$ cat src/rtl/slfd_pkg.sv
// Shared types and constants for the sync/length frame deframer.
// No dependencies; imported by the core and its checker.

package slfd_pkg;

   localparam int POS_W = 17;

   // Saturation value of the byte position counter
   localparam logic [POS_W-1:0] POS_MAX = '1;

   // Header offsets within a frame
   localparam logic [POS_W-1:0] POS_SYNC0  = 17'd0;
   localparam logic [POS_W-1:0] POS_SYNC1  = 17'd1;
   localparam logic [POS_W-1:0] POS_SIZE_H = 17'd2;
   localparam logic [POS_W-1:0] POS_SIZE_L = 17'd3;
   localparam logic [POS_W-1:0] POS_TYPE   = 17'd4;
   localparam logic [POS_W-1:0] POS_ID_H   = 17'd5;
   localparam logic [POS_W-1:0] POS_ID_L   = 17'd6;
   localparam logic [POS_W-1:0] POS_BODY   = 17'd7;

   localparam logic [7:0] SYNC_BYTE0   = 8'hAA;
   localparam logic [7:0] SYNC_BYTE1   = 8'h55;
   localparam logic [7:0] FOOTER_BYTE0 = 8'h55;
   localparam logic [7:0] FOOTER_BYTE1 = 8'hAA;

   // Size field counts type and id bytes as well as the body
   localparam logic [15:0] MIN_SIZE   = 16'd3;
   localparam logic [POS_W-1:0] MIN_LEN   = 17'd7;
   localparam logic [POS_W-1:0] FOOT0_OFS = 17'd4;
   localparam logic [POS_W-1:0] FOOT1_OFS = 17'd5;
   localparam logic [POS_W-1:0] HDR_OVH   = 17'd3;

   typedef enum logic [1:0] {
      FOOT_NONE  = 2'd0,
      FOOT_FIRST = 2'd1,
      FOOT_BOTH  = 2'd2
   } footer_type;

   typedef enum logic [2:0] {
      ST_OK         = 3'd0,
      ST_SHORT      = 3'd1,
      ST_BAD_SYNC   = 3'd2,
      ST_TOO_LARGE  = 3'd3,
      ST_EMPTY      = 3'd4,
      ST_BAD_FOOTER = 3'd5
   } status_type;

endpackage

$ cat src/rtl/sync_length_frame_deframer_core.sv
// Sync/length framed deframer core: header capture, body pass-through, end checks.
// Depends on slfd_pkg.
//
// Usage:
//  - req_ channel carries one buffer byte per beat, req_last_byte on the final one.
//  - rsp_ channel returns exactly one beat per request beat, in order. Body bytes
//    come out flagged by rsp_body_valid as soon as they arrive; the beat for the
//    final byte has rsp_frame_done set with status, type, id and declared size.
//  - The result of a byte is registered and offered from the cycle after the byte
//    is accepted. Throughput is one byte per cycle while the receiver is ready, set by
//    the single result register; the position compare and header update sit in one stage.
//  - When the receiver stalls, the result register holds its beat and
//    req_ready follows rsp_ready, so one byte can still be taken in the cycle
//    that the pending beat leaves.
//  - Reset (synchronous, active high) empties the result register and returns
//    the parser to the start of a buffer. After each final byte the parser
//    clears itself for the next buffer.
//  - Status codes: ok, short, bad sync, too large, empty body, bad footer.

module sync_length_frame_deframer_core
   import slfd_pkg::*;
(
   input  logic        clock,
   input  logic        reset,
   input  logic        req_valid,
   output logic        req_ready,
   input  logic [7:0]  req_data_byte,
   input  logic        req_last_byte,
   output logic        rsp_valid,
   input  logic        rsp_ready,
   output logic        rsp_body_valid,
   output logic [7:0]  rsp_body_byte,
   output logic        rsp_frame_done,
   output logic [2:0]  rsp_frame_status,
   output logic [7:0]  rsp_frame_type,
   output logic [15:0] rsp_frame_id,
   output logic [15:0] rsp_declared_size
);

   logic [POS_W-1:0] pos_ff, pos_in;
   logic             sync_ff, sync_in;
   logic [15:0]      size_ff, size_in;
   logic [7:0]       type_ff, type_in;
   logic [15:0]      id_ff, id_in;
   footer_type       foot_ff, foot_in;

   logic             rsp_valid_ff, rsp_valid_in;
   logic             body_valid_ff, body_valid_in;
   logic [7:0]       body_byte_ff, body_byte_in;
   logic             done_ff, done_in;
   status_type       status_ff, status_in;
   logic [7:0]       ftype_ff, ftype_in;
   logic [15:0]      fid_ff, fid_in;
   logic [15:0]      fsize_ff, fsize_in;

   logic             accept;
   logic             in_body_zone;
   logic [POS_W-1:0] size_ext;
   logic [POS_W-1:0] len;
   status_type       status_calc;

   assign req_ready = !rsp_valid_ff || rsp_ready;
   assign accept    = req_valid && req_ready;

   assign size_ext = {1'b0, size_ff};
   assign len      = (pos_ff != POS_MAX) ? pos_ff + 17'd1 : POS_MAX;

   // Header capture and footer tracking
   always_comb begin
      sync_in = sync_ff;
      size_in = size_ff;
      type_in = type_ff;
      id_in   = id_ff;
      foot_in = foot_ff;
      case (pos_ff)
         POS_SYNC0:  if (req_data_byte != SYNC_BYTE0) sync_in = 1'b0;
         POS_SYNC1:  if (req_data_byte != SYNC_BYTE1) sync_in = 1'b0;
         POS_SIZE_H: size_in = {req_data_byte, size_ff[7:0]};
         POS_SIZE_L: size_in = {size_ff[15:8], req_data_byte};
         POS_TYPE:   type_in = req_data_byte;
         POS_ID_H:   id_in   = {req_data_byte, id_ff[7:0]};
         POS_ID_L:   id_in   = {id_ff[15:8], req_data_byte};
         default: ;
      endcase

      in_body_zone = (pos_ff >= POS_BODY) && (size_ff >= MIN_SIZE);
      if (in_body_zone) begin
         if (pos_ff == size_ext + FOOT0_OFS) begin
            foot_in = (req_data_byte == FOOTER_BYTE0) ? FOOT_FIRST : FOOT_NONE;
         end else if (pos_ff == size_ext + FOOT1_OFS) begin
            foot_in = (foot_ff == FOOT_FIRST && req_data_byte == FOOTER_BYTE1) ?
                      FOOT_BOTH : FOOT_NONE;
         end
      end
   end

   // End-of-buffer checks, in priority order
   always_comb begin
      if (len < MIN_LEN) begin
         status_calc = ST_SHORT;
      end else if (!sync_in) begin
         status_calc = ST_BAD_SYNC;
      end else if (size_in < MIN_SIZE || ({1'b0, size_in} + HDR_OVH) > len) begin
         status_calc = ST_TOO_LARGE;
      end else if (size_in == MIN_SIZE || len == MIN_LEN) begin
         status_calc = ST_EMPTY;
      end else if (foot_in != FOOT_BOTH) begin
         status_calc = ST_BAD_FOOTER;
      end else begin
         status_calc = ST_OK;
      end
   end

   always_comb begin
      pos_in        = pos_ff;
      rsp_valid_in  = rsp_valid_ff && !rsp_ready;
      body_valid_in = body_valid_ff;
      body_byte_in  = body_byte_ff;
      done_in       = done_ff;
      status_in     = status_ff;
      ftype_in      = ftype_ff;
      fid_in        = fid_ff;
      fsize_in      = fsize_ff;
      if (accept) begin
         rsp_valid_in  = 1'b1;
         body_valid_in = in_body_zone && sync_ff && (pos_ff < size_ext + FOOT0_OFS);
         body_byte_in  = body_valid_in ? req_data_byte : 8'd0;
         done_in       = req_last_byte;
         status_in     = req_last_byte ? status_calc : ST_OK;
         ftype_in      = req_last_byte ? type_in : 8'd0;
         fid_in        = req_last_byte ? id_in : 16'd0;
         fsize_in      = req_last_byte ? size_in : 16'd0;
         if (!req_last_byte && pos_ff != POS_MAX) begin
            pos_in = pos_ff + 17'd1;
         end
      end
   end

   always_ff @(posedge clock) begin
      if (reset) begin
         pos_ff       <= '0;
         sync_ff      <= 1'b1;
         size_ff      <= '0;
         type_ff      <= '0;
         id_ff        <= '0;
         foot_ff      <= FOOT_NONE;
         rsp_valid_ff <= 1'b0;
      end else begin
         rsp_valid_ff <= rsp_valid_in;
         if (accept && req_last_byte) begin
            pos_ff  <= '0;
            sync_ff <= 1'b1;
            size_ff <= '0;
            type_ff <= '0;
            id_ff   <= '0;
            foot_ff <= FOOT_NONE;
         end else if (accept) begin
            pos_ff  <= pos_in;
            sync_ff <= sync_in;
            size_ff <= size_in;
            type_ff <= type_in;
            id_ff   <= id_in;
            foot_ff <= foot_in;
         end
      end
   end

   // Result payload, no reset needed
   always_ff @(posedge clock) begin
      body_valid_ff <= body_valid_in;
      body_byte_ff  <= body_byte_in;
      done_ff       <= done_in;
      status_ff     <= status_in;
      ftype_ff      <= ftype_in;
      fid_ff        <= fid_in;
      fsize_ff      <= fsize_in;
   end

   assign rsp_valid         = rsp_valid_ff;
   assign rsp_body_valid    = body_valid_ff;
   assign rsp_body_byte     = body_byte_ff;
   assign rsp_frame_done    = done_ff;
   assign rsp_frame_status  = status_ff;
   assign rsp_frame_type    = ftype_ff;
   assign rsp_frame_id      = fid_ff;
   assign rsp_declared_size = fsize_ff;

endmodule

$ cat config.mk
export PLATFORM = sky130hd
export DESIGN_NAME = sync_length_frame_deframer_core
export DESIGN_NICKNAME = d
export VERILOG_FILES = /design/src/rtl/slfd_pkg.sv /design/src/rtl/sync_length_frame_deframer_core.sv
export SDC_FILE = /design/constraint.sdc
export NUM_CORES = 1
export LEC_CHECK = 0
export ABC_AREA = 1
export BUFFER_PORTS_ARGS = -buffer_cell sky130_fd_sc_hd__buf_2
export CAP_MARGIN = 20
export CORE_MARGIN = 8
export CORE_UTILIZATION = 30
export CTS_CLUSTER_DIAMETER = 150
export DETAILED_ROUTE_END_ITERATION = 16
export PLACE_DENSITY_LB_ADDON = 0.08
export SLEW_MARGIN = 20
export SYNTH_ARGS = -nofsm -noshare
export SYNTH_HDL_FRONTEND = slang
export SYNTH_SLANG_ARGS = --single-unit
$ cat constraint.sdc
create_clock -name clock -period 4.4 [get_ports clock]
set_clock_uncertainty 0.15 [all_clocks]
set_input_delay 0.22 -clock clock [delete_from_list [all_inputs] [get_ports clock]]
set_output_delay 0.22 -clock clock [all_outputs]
set_load 0.01 [all_outputs]
Word-level counts from Yosys, hierarchy flattened
Cells that the tools add are included.
{ "totals": {"regBits": 114, "latch_bits": 0, "ram_bits": 0, "mem_bits_ro": 0, "in_bits": 13, "out_inout_bits": 55, "memories": 0} }
{ "classes": {"n_addsub": 4, "mul": 0, "div_mod_pow": 0, "magnitude_cmp": 6, "eq_ne": 17, "n_shift": 0, "n_mux": 18, "bitwise_logic": 2, "reduce_logical": 19} }
{ "ops": {"columns": ["op", "n"], "rows": [
  ["$eq A17 B3 Y1 const B", 4],
  ["$pmux W16 S2", 2],
  ["$add A16 B3 Y17 const B", 2],
  ["$eq A17 B17 Y1", 2],
  ["$eq A17 B2 Y1 const B", 2],
  ["$add A16 B2 Y17 const B", 1],
  ["$add A17 B1 Y17 const B", 1],
  ["$eq A17 B1 Y1 const B", 1],
  ["$ge A17 B3 Y1 const B", 1],
  ["$gt A17 B17 Y1", 1],
  ["$logic_not A17 Y1", 1],
  ["$lt A17 B17 Y1", 1],
  ["$lt A17 B3 Y1 const B", 1],
  ["$mux W17", 1],
  ["$ne A17 B17 Y1 const B", 1],
  ["$eq A16 B2 Y1 const B", 1],
  ["$ge A16 B2 Y1 const B", 1],
  ["$lt A16 B2 Y1 const B", 1],
  ["$mux W2", 6],
  ["$eq A8 B7 Y1 const B", 1],
  ["$eq A8 B8 Y1 const B", 1],
  ["$logic_and A1 B1 Y1", 8],
  ["$mux W8", 1],
  ["$ne A8 B7 Y1 const B", 1],
  ["12 further kinds", 23]
]} }

Logic depth before layout (Yosys ltp)
Gate-level depths: netlist of the first run.
{ "logic_depth": {"ltp_word": 12, "mapped_depth": 29, "mapped_depth_nobuf": 28} }

Worst setup path after synthesis of the first run
Ideal clock, no wire load.
{ "synth_timing": {"kind": "reg-to-reg", "start": "register pos_ff[1]", "end": "register status_ff[0], in the netlist rsp_frame_status[0], data pin", "setup_ps": 261, "t_arrival_ps": 3471, "required_time_ps": 3989, "slack_ps": 518, "path_stages_with_launch": 27, "path_buffers": 0, "period_less_slack_ps": 3882, "cell_sequence": "dfxtp_1 -> ha_1 -> nand2_1 -> nor2_1 -> o2111ai_2 -> a22oi_1 -> ha_1 -> nor3_4 -> nand3_2 -> nor2_4 -> nand3_1 -> nand2_1 -> nand2_1 -> inv_1 -> ha_1 -> nand2_1 -> inv_1 -> o21ai_0 -> a21oi_1 -> a2111oi_0 -> nand3_1 -> nand2_1 -> nand2_1 -> inv_1 -> nand2_1 -> nand2_1 -> a21oi_2"} }
{ "synth_via": {"elab_chain_len": 10} }
{ "synth_lines": {"columns": ["element", "line_no", "text"], "rows": [
  ["start: declaration", "sync_length_frame_deframer_core.sv:40", "logic [POS_W-1:0] pos_ff, pos_in;"],
  ["start signal: assignment", "sync_length_frame_deframer_core.sv:158", "pos_ff <= pos_in;"],
  ["parallel branches: the longest is 9 deep, another holds $add A16 B2 Y17", null, null],
  ["$mux W1 *", "sync_length_frame_deframer_core.sv:99", "if (len < MIN_LEN) begin"],
  ["end signal: assignment", "sync_length_frame_deframer_core.sv:173", "status_ff <= status_in;"],
  ["end: declaration", "sync_length_frame_deframer_core.sv:51", "status_type status_ff, status_in;"]
]} }
Every way passes the cells marked *.
A chain may end at the register's enable or synchronous reset.

Final worst setup path of the first run
{ "layout_timing": {"start": "register pos_ff[5]", "end": "register status_ff[0], in the netlist rsp_frame_status[0], data pin"} }
The elaborated chain is that of the path after synthesis.

==> results of run 1 <==
==> logic make-up after synthesis <==
logic type / after synthesis
compound gates: 168
xor+xnor: 45
fa+ha+maj: 47
buf+inv: 220
flops: 114
simple gates: 478
==> power breakdown <==
part	internal, µW	total [µW]	switching [µW]
registers	1190	1240	49.8
logic	235	690	456
clock network	817	1380	563
total	2250	3310	1070
==> cell usage after synthesis, drive strengths merged, types with 11 or more instances <==
master / count
nand2: 222
inv: 182
nor2: 145
o21ai: 68
a21oi: 63
dfxtp: 61
edfxtp: 53
nand3: 53
ha: 47
xor2: 37
clkbuf: 24
o211ai: 23
nor3: 19
nand4: 17
buf: 12
nor4: 11
==> registers in the layout, indices dropped and copies added, names as in the netlist, 2 cells and up <==
name / count
rsp_declared_size: 16
rsp_body_byte: 8
type_ff: 8
rsp_frame_id: 16
foot_ff: 2
size_ff: 16
rsp_frame_status: 3
id_ff: 16
rsp_frame_type: 8
pos_ff: 17
==> final timing paths <==
path | from | endpoint | cells after the start
setup / recovery | pos_ff[5]$_SDFFE_PP0P_ | rsp_frame_status[0]$_SDFFCE_PN0P_ | 26
hold reg to reg | id_ff[4]$_SDFFE_PP0P_ | id_ff[4]$_SDFFE_PP0P_ | 2
setup reg to reg | pos_ff[5]$_SDFFE_PP0P_ | rsp_frame_status[0]$_SDFFCE_PN0P_ | 26
hold / removal | req_data_byte[0] | rsp_declared_size[8]$_SDFFCE_PN0P_ | 3
==> area by class of cell <==
class	count	area [µm²]	share of cell area, %
flip-flops and latches	114	2810	30.2
clock inverters	13	123	1.32
well taps	330	413	4.43
clock buffers	19	454	4.87
inverters	184	693	7.44
repair buffers	119	733	7.87
multi-input cells	738	4090	43.9
==> what timing repair did <==
item | 4_1_cts | 5_1_grt
hold buffers | 3 | 0
buffers inserted | 0 | 3
gates resized for setup | 0 | 6
setup endpoints to repair | 0 | 3
endpoints found under the hold margin | 2 | 0
==> layer usage <==
metal,track usage [%],part of all wire [%]
met4,5.99,2.4
met3,2.91,4.8
met2,27.3,44
met1,24.0,48
met5,0,0
==> critical path: cells and delay by family, from the launching register on <==
kind	cells	cell delay (ps)
simple gates	16	1930
compound gates	5	660
fa+ha+maj	2	540
flops	1	380
buf+inv	3	140
==> stage by stage <==
step           utilization [%]  hold slack (ps)  cells
6_report                  36.9              155   1517
5_1_grt                   36.9              154   1517
3_3_place_gp              34.3              247   1479
4_1_cts                   36.7              134   1514
3_5_place_dp              34.3              248   1479
2_1_floorplan                -              139   1072
==> results.cfg, run 1 <==
[run_status]
status = completed

[timing]
finalWorstSetupSlack_ps = 323
tns_ps = 0
fin_crit_ps = 4080
worst_pin_slew_ps = 896
period_share_pct = 92.7
max_freq_mhz = 245
finalHoldViolations = 0
setup_viol = 0
final_max_slew_viol_count = 0
relSlewSlack_pct = 39.7

[worst_setup_path]
cp-end-kind = register
critPathMaxFanout = 6
startpoint_type = register
criticalPathCategory = register to register
crit_required_ps = 4410
crit_path_max_incr_delay_ps = 380
rrSetupSlack_ps = 320
arrival_ps = 4080
crit_top_cell = nand2_1
crit_path_top_delay_cell = dfxtp_1

[placed_design]
place.gp.congestion = 0.891
placed_cell_area_um2 = 8660
place_ws_ps = 150
io_buffers = 67
dp_hpwl_um = 21100

[finish]
fillers = 2695
final_nets = 1234
final_layout_size_suffix_gt1_share_pct = 16.3
final_cell_area_um2 = 9320
antenna_cells = 0
final_cell_mix = 215 x nand2_1, 175 x inv_1, 137 x nor2_1, 67 x buf_2
syn_to_final_growth_pct = 20.5
layout_commonest_cell = nand2_1

[floorplanning]
io_pins = 68
fp.dieW_um = 177
die_h_um = 177
coreArea_um2 = 25300
start_util_pct = 30.6
die-area_um2 = 31200
rows = 58

[synth]
yosys.area_share.adder_pct = 7.61
synthFlopType = dfxtp_1
yosys.area.top_type = edfxtp_1
synth.area.mux_share_pct = 0
yosys_warnings = 0
syn_inst = 1072
synth.avg_cell_area_um2 = 7.21
synthSimpleGateAreaFrac_pct = 27.4
synth_area_leaders = edfxtp_1 21%, dfxtp_1 16%, nand2_1 10%
synth_edf_count = 53
synth_seq_cells = 114
synth_top_family_by_area = simple AND/OR/NAND/NOR gates
synth_top_cell_area_share_pct = 20.6
yosysSeqAreaShare_pct = 36.4
synth_compound_area_share_pct = 12.5
synth_xor_area_share_pct = 5.10
syn_area_um2 = 7730
yosysUniqueCellTypes = 52
ys_async_sr_fraction_pct = 0
syn_nets = 1132

[power_and_ir_drop]
power_uw = 3310
power.density_nw_per_um2 = 356
leakage_uw = 0.00445
peakVddDrop_v = 0.000187

[clock_network]
clock_latency_ps = 420
cts_root_buffer = clkbuf_16
tritoncts = yes
clock_sinks = 114
clock_path_buffers = 2
clkSlewWorstSetupHoldPaths_ps = 70
cts_buffers = 17
htreeDepth = 4

[min_path]
hold_class = input port to register

[routing]
dr.pass1.iters = 5
vias = 7264
drtAntennaViolNets = 0
drt-initial-drc-count = 496
drc = 0
wl_per_cell_um = 18.0
routed_wl_um = 27200
routed_via_density = 4.79

[global_routing]
grt-ovfl-total = 0
grt_pass1_wl_um = 42000
grt_pass1_vias = 7093
grt_max_degree = 71
antenna_found_initial = 0
grtUsageTotal_pct = 17.5

[job]
cap_violations = 0
Power figures use the tool's default switching activity.
==> inputs of run 2 (changes only) <==
CORE_UTILIZATION = 55   (was 30)
RECOVER_POWER = 50   (was default)
clock period = 3.5 ns   (was 4.4 ns; I/O delays follow)
==> run 2 against run 1 <==
The flow now finishes with violations (setup timing). Cell count decreased by 3.4%. Highest routed layer unchanged. Core utilization increased by 37 points. Non-clock buffer count increased by 99. Die area decreased by 42%. Global-route usage increased by 9.9 points. Largest cell class unchanged. Worst setup slack got worse by 700 ps. Largest power group unchanged. Critical path depth decreased by 3. Count of clock-buffer cells in the layout unchanged.
==> results.cfg, run 2 (synthesis results as in run 1) <==
[power_and_ir_drop]
clkPwrFrac_pct = 41.2
p_comb_share_pct = 23.0
power.density_nw_per_um2 = 428
seqPwrFrac_pct = 35.8
leakage_uw = 0.00480
power.switching_uw = 1350
internal_power_uw = 3000
p_sw_share_pct = 31.1
peakVddDrop_v = 0.000385

[floorplanning]
fp.dieW_um = 135
rows = 43
coreArea_um2 = 13800
io_pins = 68
start_util_pct = 55.9
die_h_um = 135
die-area_um2 = 18100

[routing]
wl_per_cell_um = 17.3
drt-initial-drc-count = 844
routed_wl_um = 25400
drc = 0
drtAntennaViolNets = 0
routed_via_density = 5.52
vias = 8086
dr.pass1.iters = 6

[worst_setup_path]
critPathMaxFanout = 3
crit_path_max_incr_delay_ps = 360
crit_family = simple AND/OR/NAND/NOR gates
timing.rr.end = rsp_frame_status[0]$_SDFFCE_PN0P_
cp-end-kind = register
arrival_ps = 3890
criticalPathCategory = register to register
rr_worst_depth = 23
crit_path_top_delay_cell = dfxtp_2
crit_chain = buf_6 -> ha_4 -> nand2_2 -> o2111ai_4 -> buf_6 -> a22oi_2 -> ha_2 -> nor3_4 -> nand3_4 -> buf_6 -> buf_4 -> buf_4 -> xor2_2 -> ha_1 -> nand4_1 -> nor3b_2 -> nand3b_1 -> nand2_2 -> nand2_2 -> inv_1 -> nand2_1 -> nand2_1 -> a21oi_2
rrSetupSlack_ps = -380
path_buf_inv = 6
crit_required_ps = 3510
reg2reg_from = pos_ff[1]$_SDFFE_PP0P_
startpoint_type = register

[global_routing]
grt-ovfl-total = 0
grt_pass1_wl_um = 38800
grt_max_degree = 99
antenna_found_initial = 0
grt_pass1_vias = 7388
grtUsageTotal_pct = 27.4

[min_path]
holdPathEnd = rsp_body_byte[6]$_SDFFCE_PN0P_
hp-start = req_data_byte[6]
hold_class = input port to register
min_path_cells = 3

[clock_network]
clock_latency_ps = 430
clock_path_buffers = 2
clkSlewWorstSetupHoldPaths_ps = 60
cts_root_buffer = clkbuf_16
cts_buffers = 17
tritoncts = yes
clock_sinks = 114
htreeDepth = 4

[placed_design]
io_buffers = 67
place.gp.congestion = 1.08
dp_hpwl_um = 18600

[timing]
worst_pin_slew_ps = 1240
whs_ps = 150
final_max_slew_viol_count = 0
max_freq_mhz = 258
setup_viol = 3
period_share_pct = 111
relSlewSlack_pct = 17.4
finalWorstSetupSlack_ps = -380
fin_crit_ps = 3880
tns_ps = -922
rsz0062_at_grt = true
finalHoldViolations = 0

[finish]
final_layout_size_suffix_gt1_share_pct = 23.2
regArea_um2 = 2820
regMostFlops = pos_ff
largest_reg_flops = 17
antenna_cells = 0
final_nets = 1333
final_util_pct = 73.5
multi_input_area_um2 = 4360
fillers = 1108
syn_to_final_growth_pct = 31.5
final_cell_mix = 200 x nand2_1, 168 x inv_1, 137 x buf_4, 129 x nor2_1, 59 x a21oi_1
layout_commonest_cell = nand2_1

[run_status]
failed_checks = setup timing
status = finished, violations left

[job]
cap_violations = 0
run 2: cell count changes in the layout (fill, tap and decap cells not counted), moves of 7 or more:
cell | before | now
buf_4 | 49 | 137
buf_2 | 67 | 12
clkbuf_1 | 1 | 56
nand2_1 | 215 | 200
nand2_2 | 6 | 20
buf_6 | 0 | 9
nor2_1 | 137 | 129
dfxtp_1 | 61 | 54
dfxtp_2 | 0 | 7
ha_1 | 47 | 40
inv_1 | 175 | 168
run 2: area by class of cell:
class	instances	area share, %
Multi-Input combinational cell	738	42.9
Sequential cell	114	27.8
Timing Repair Buffer	218	14.3
Inverter	184	6.84
Clock buffer	19	4.57
Tap cell	180	2.22
Clock inverter	13	1.48
run 2: per-layer routing:
layer,global-route usage [%],vias up,share of wire [%]
met5,0,-,0
met4,10.9,0,3.0
met3,6.69,61,8.8
met2,42.7,391,46
met1,35.9,3745,42
li1,-,3889,-
run 2: through the flow:
step	cell area (µm²)	setup WS [ps]	std cells	power, µW
floorplan	7760	-235	1072	2130
global placement	9170	-319	1418	2470
detailed placement	9170	-413	1418	2490
CTS	9900	-222	1456	4290
global route	10200	-599	1466	4530
finish	10200	-380	1466	4350
run 2: worst register-to-register path, cell delays in order, from the launching register on:
cell,delay [ps]
dfxtp_2,360
buf_6,110
ha_4,110
nand2_2,70
o2111ai_4,260
buf_6,150
a22oi_2,70
ha_2,220
nor3_4,230
nand3_4,140
buf_6,140
buf_4,120
buf_4,140
xor2_2,150
ha_1,310
nand4_1,160
nor3b_2,230
nand3b_1,110
nand2_2,90
nand2_2,70
inv_1,50
nand2_1,40
nand2_1,70
a21oi_2,50
run 2: worst max path at each step:
stage / from / end / slack, ps / depth (start not counted)
finish: pos_ff[1]$_SDFFE_PP0P_ / rsp_frame_status[0]$_SDFFCE_PN0P_ / -380 / 23
global route: pos_ff[8]$_SDFFE_PP0P_ / rsp_frame_status[0]$_SDFFCE_PN0P_ / -600 / 20
CTS: pos_ff[1]$_SDFFE_PP0P_ / rsp_frame_status[0]$_SDFFCE_PN0P_ / -220 / 24
detailed placement: pos_ff[1]$_SDFFE_PP0P_ / rsp_frame_status[0]$_SDFFCE_PN0P_ / -410 / 27
global placement: pos_ff[5]$_SDFFE_PP0P_ / rsp_frame_status[0]$_SDFFCE_PN0P_ / -320 / 20
floorplan: pos_ff[8]$_SDFFE_PP0P_ / rsp_frame_status[0]$_SDFFCE_PN0P_ / -240 / 27
run 2: power by group through the flow:
stage | clock, µW | combinational, µW | sequential [µW]
3_5_place_dp | 0 | 911 | 1580
5_1_grt | 1870 | 1100 | 1560
4_1_cts | 1810 | 934 | 1550
6_report | 1790 | 1000 | 1560
2_1_floorplan | 0 | 529 | 1600
3_3_place_gp | 0 | 901 | 1570
run 2: what timing repair did:
action / CTS / global route
gates cloned: 0 / 0
hold buffers: 3 / 0
hold endpoints to repair: 2 / 0
gates resized for setup: 17 / 66
setup buffers: 3 / 10
endpoints found under the setup margin: 3 / 25
pin swaps: 10 / 18
==> inputs of run 3 (changes only) <==
ABC_AREA = default   (was 1)
==> run 3 against run 2 <==
The flow still finishes with violations (setup timing). Critical path depth decreased by 4. Hold slack got worse by 120 ps. Count of clock-buffer cells in the layout decreased by 1. Die area decreased by 1.1%. Cell count decreased by 18%. Via count decreased by 11%. Clock power about the same. Fmax decreased by 6.7%. Synthesized cell count decreased by 21%. Worst setup slack got worse by 280 ps. Largest power group unchanged.
==> results.cfg, run 3 <==
[finish]
syn_to_final_growth_pct = 24.6
final_layout_size_suffix_gt1_share_pct = 21.6
final_nets = 1061
largest_reg_flops = 17
regMostFlops = pos_ff
final_cell_mix = 127 x nor2_1, 124 x buf_4, 59 x clkbuf_1, 56 x dfxtp_1, 53 x edfxtp_1
stdcell_count = 1195
fillers = 1111
layout_commonest_cell = nor2_1

[synth]
synthFlopType = dfxtp_1
ys_async_sr_fraction_pct = 0
yosys_warnings = 0
syn_nets = 911
yosys.area.top_type = edfxtp_1
synth_edf_count = 53
synth_commonest_cells = 128 x nor2_1, 61 x dfxtp_1, 53 x edfxtp_1
synth.avg_cell_area_um2 = 8.97
syn_area_um2 = 7630
synth_most_common_cell = nor2_1
syn_inst = 851
synth_area_leaders = edfxtp_1 21%, dfxtp_1 16%, ha_1 7.7%
yosysUniqueCellTypes = 76
yosysSeqAreaShare_pct = 36.8
synth_seq_cells = 114
synth_top_cell_area_share_pct = 20.8

[worst_setup_path]
arrival_ps = 4300
crit_chain = nor4_4 -> nand4_2 -> buf_6 -> buf_4 -> nor3_4 -> a22oi_2 -> nor2_2 -> nand3b_1 -> nor2_1 -> xor2_1 -> ha_1 -> a21o_1 -> a21o_1 -> a21oi_2 -> o21ai_1 -> a21oi_1 -> o22ai_2 -> or3_4 -> a21oi_2
startpoint_type = register
crit_start = pos_ff[8]$_SDFFE_PP0P_
cp-end-kind = register
crit_path_max_incr_delay_ps = 380
criticalPathCategory = register to register
crit_path_top_delay_cell = or3_4
reg2reg_from = pos_ff[8]$_SDFFE_PP0P_
critPathMaxFanout = 5
crit_required_ps = 3640

[floorplanning]
rows = 43
coreArea_um2 = 13700
die_h_um = 134
start_util_pct = 55.6
io_pins = 68
die-area_um2 = 17900
fp.dieW_um = 134

[clock_network]
clkSlewWorstSetupHoldPaths_ps = 60
cts_root_buffer = clkbuf_16
cts_buffers = 17
clock_path_buffers = 2
clock_latency_ps = 430
htreeDepth = 4
clock_sinks = 114
tritoncts = yes

[power_and_ir_drop]
p_comb_share_pct = 12.2
peakVddDrop_v = 0.000279
p_sw_share_pct = 26.0
seqPwrFrac_pct = 39.4
leakage_uw = 0.00393
clkPwrFrac_pct = 48.4
power.density_nw_per_um2 = 389
internal_power_uw = 2740
power.switching_uw = 962
power_uw = 3700

[timing]
relSlewSlack_pct = 25.2
final_max_slew_viol_count = 0
fin_crit_ps = 4160
setup_viol = 3
period_share_pct = 119
finalWorstSetupSlack_ps = -659
finalHoldViolations = 0
rsz0062_at_grt = true
max_freq_mhz = 240
tns_ps = -1710
whs_ps = 27.1
worst_pin_slew_ps = 1120

[global_routing]
grt_pass1_wl_um = 36800
grtUsageTotal_pct = 26.1
antenna_found_initial = 0
grt_max_degree = 47
grt_pass1_vias = 6937
grt-ovfl-total = 0

[placed_design]
io_buffers = 67
place_ws_ps = -672
dp_hpwl_um = 17700
placed_cells = 1152
place.gp.congestion = 0.944

[min_path]
hold_class = input port to register
hp-start = req_last_byte

[routing]
drt-initial-drc-count = 679
dr.pass1.iters = 6
wl_per_cell_um = 19.8
drc = 0
routed_wl_um = 23700
vias = 7211
routed_via_density = 6.03
drtAntennaViolNets = 0

[job]
cap_violations = 0

[run_status]
status = finished, violations left
failed_checks = setup timing
## run 3: critical path, delay by kind of cell (launching register included)
| kind | cells | cell delay, ps |
|---|---|---|
| buffers and inverters | 2 | 320 |
| AND/OR/NAND/NOR | 7 | 1680 |
| XOR/XNOR | 1 | 180 |
| flip-flops | 1 | 340 |
| AO/OA/AOI/OAI | 8 | 1080 |
| adder cells (fa/ha/maj) | 1 | 260 |
## run 3: final timing paths
check,endpoint,slack [ps],cells past startpoint
min,rsp_frame_done$_DFFE_PP_,30,1
min reg2reg,foot_ff[0]$_SDFFE_PP0P_,340,2
max reg2reg,rsp_frame_status[2]$_SDFFCE_PP0P_,-660,19
max,rsp_frame_status[2]$_SDFFCE_PP0P_,-660,19
## run 3: timing repair
item                                    4_1_cts  5_1_grt
buffers inserted                              4        3
endpoints found under the hold margin         4        0
gates resized for setup                      10       14
pin swaps                                     3       10
hold buffers                                  3        0
endpoints found under the setup margin        3       13
## run 3: kinds of logic (layout without fill, tap and decap cells)
logic type               Yosys count  count (layout)  synth area share (%)
flip-flops                       114             114                  36.8
XOR/XNOR                          74              74                  8.49
adder cells (fa/ha/maj)           47              47                  7.70
AO/OA/AOI/OAI                    169             169                  15.9
multiplexers                      18              18                  2.38
buffers and inverters             94             257                  5.49
other                              0               1                     0
AND/OR/NAND/NOR                  335             335                  23.2
## run 3: per-layer routing
| layer | GRT usage (%) | part of all wire (%) | wire (µm) |
|---|---|---|---|
| met4 | 11.0 | 3.2 | 749 |
| met2 | 42.5 | 46 | 11000 |
| met5 | 0 | 0 | 0 |
| met1 | 32.2 | 41 | 9790 |
| met3 | 6.54 | 9.0 | 2140 |
## run 3: power groups by stage
stage | Combinational [µW] | Sequential [µW] | Clock (µW)
global placement | 431 | 1480 | 0
finish | 452 | 1460 | 1790
global route | 488 | 1460 | 1850
floorplan | 236 | 1500 | 0
CTS | 453 | 1460 | 1800
detailed placement | 441 | 1480 | 0
## run 3: area by class of cell
type                            instances  area [µm²]  share of cell area, %
Antenna cell                            1        2.50                 0.0263
Timing Repair Buffer                  201        1290                   13.5
Inverter                               24        90.1                  0.947
Tap cell                              180         225                   2.37
Clock buffer                           18         429                   4.51
Sequential cell                       114        2820                   29.6
Multi-Input combinational cell        643        4480                   47.1
Clock inverter                         14         178                   1.87
## run 3: metrics by stage
step | area [µm²] | utilization [%]
2_1_floorplan | 7660 | -
3_3_place_gp | 8820 | 64.3
3_5_place_dp | 8820 | 64.3
4_1_cts | 9520 | 69.4
5_1_grt | 9510 | 69.3
6_report | 9510 | 69.3
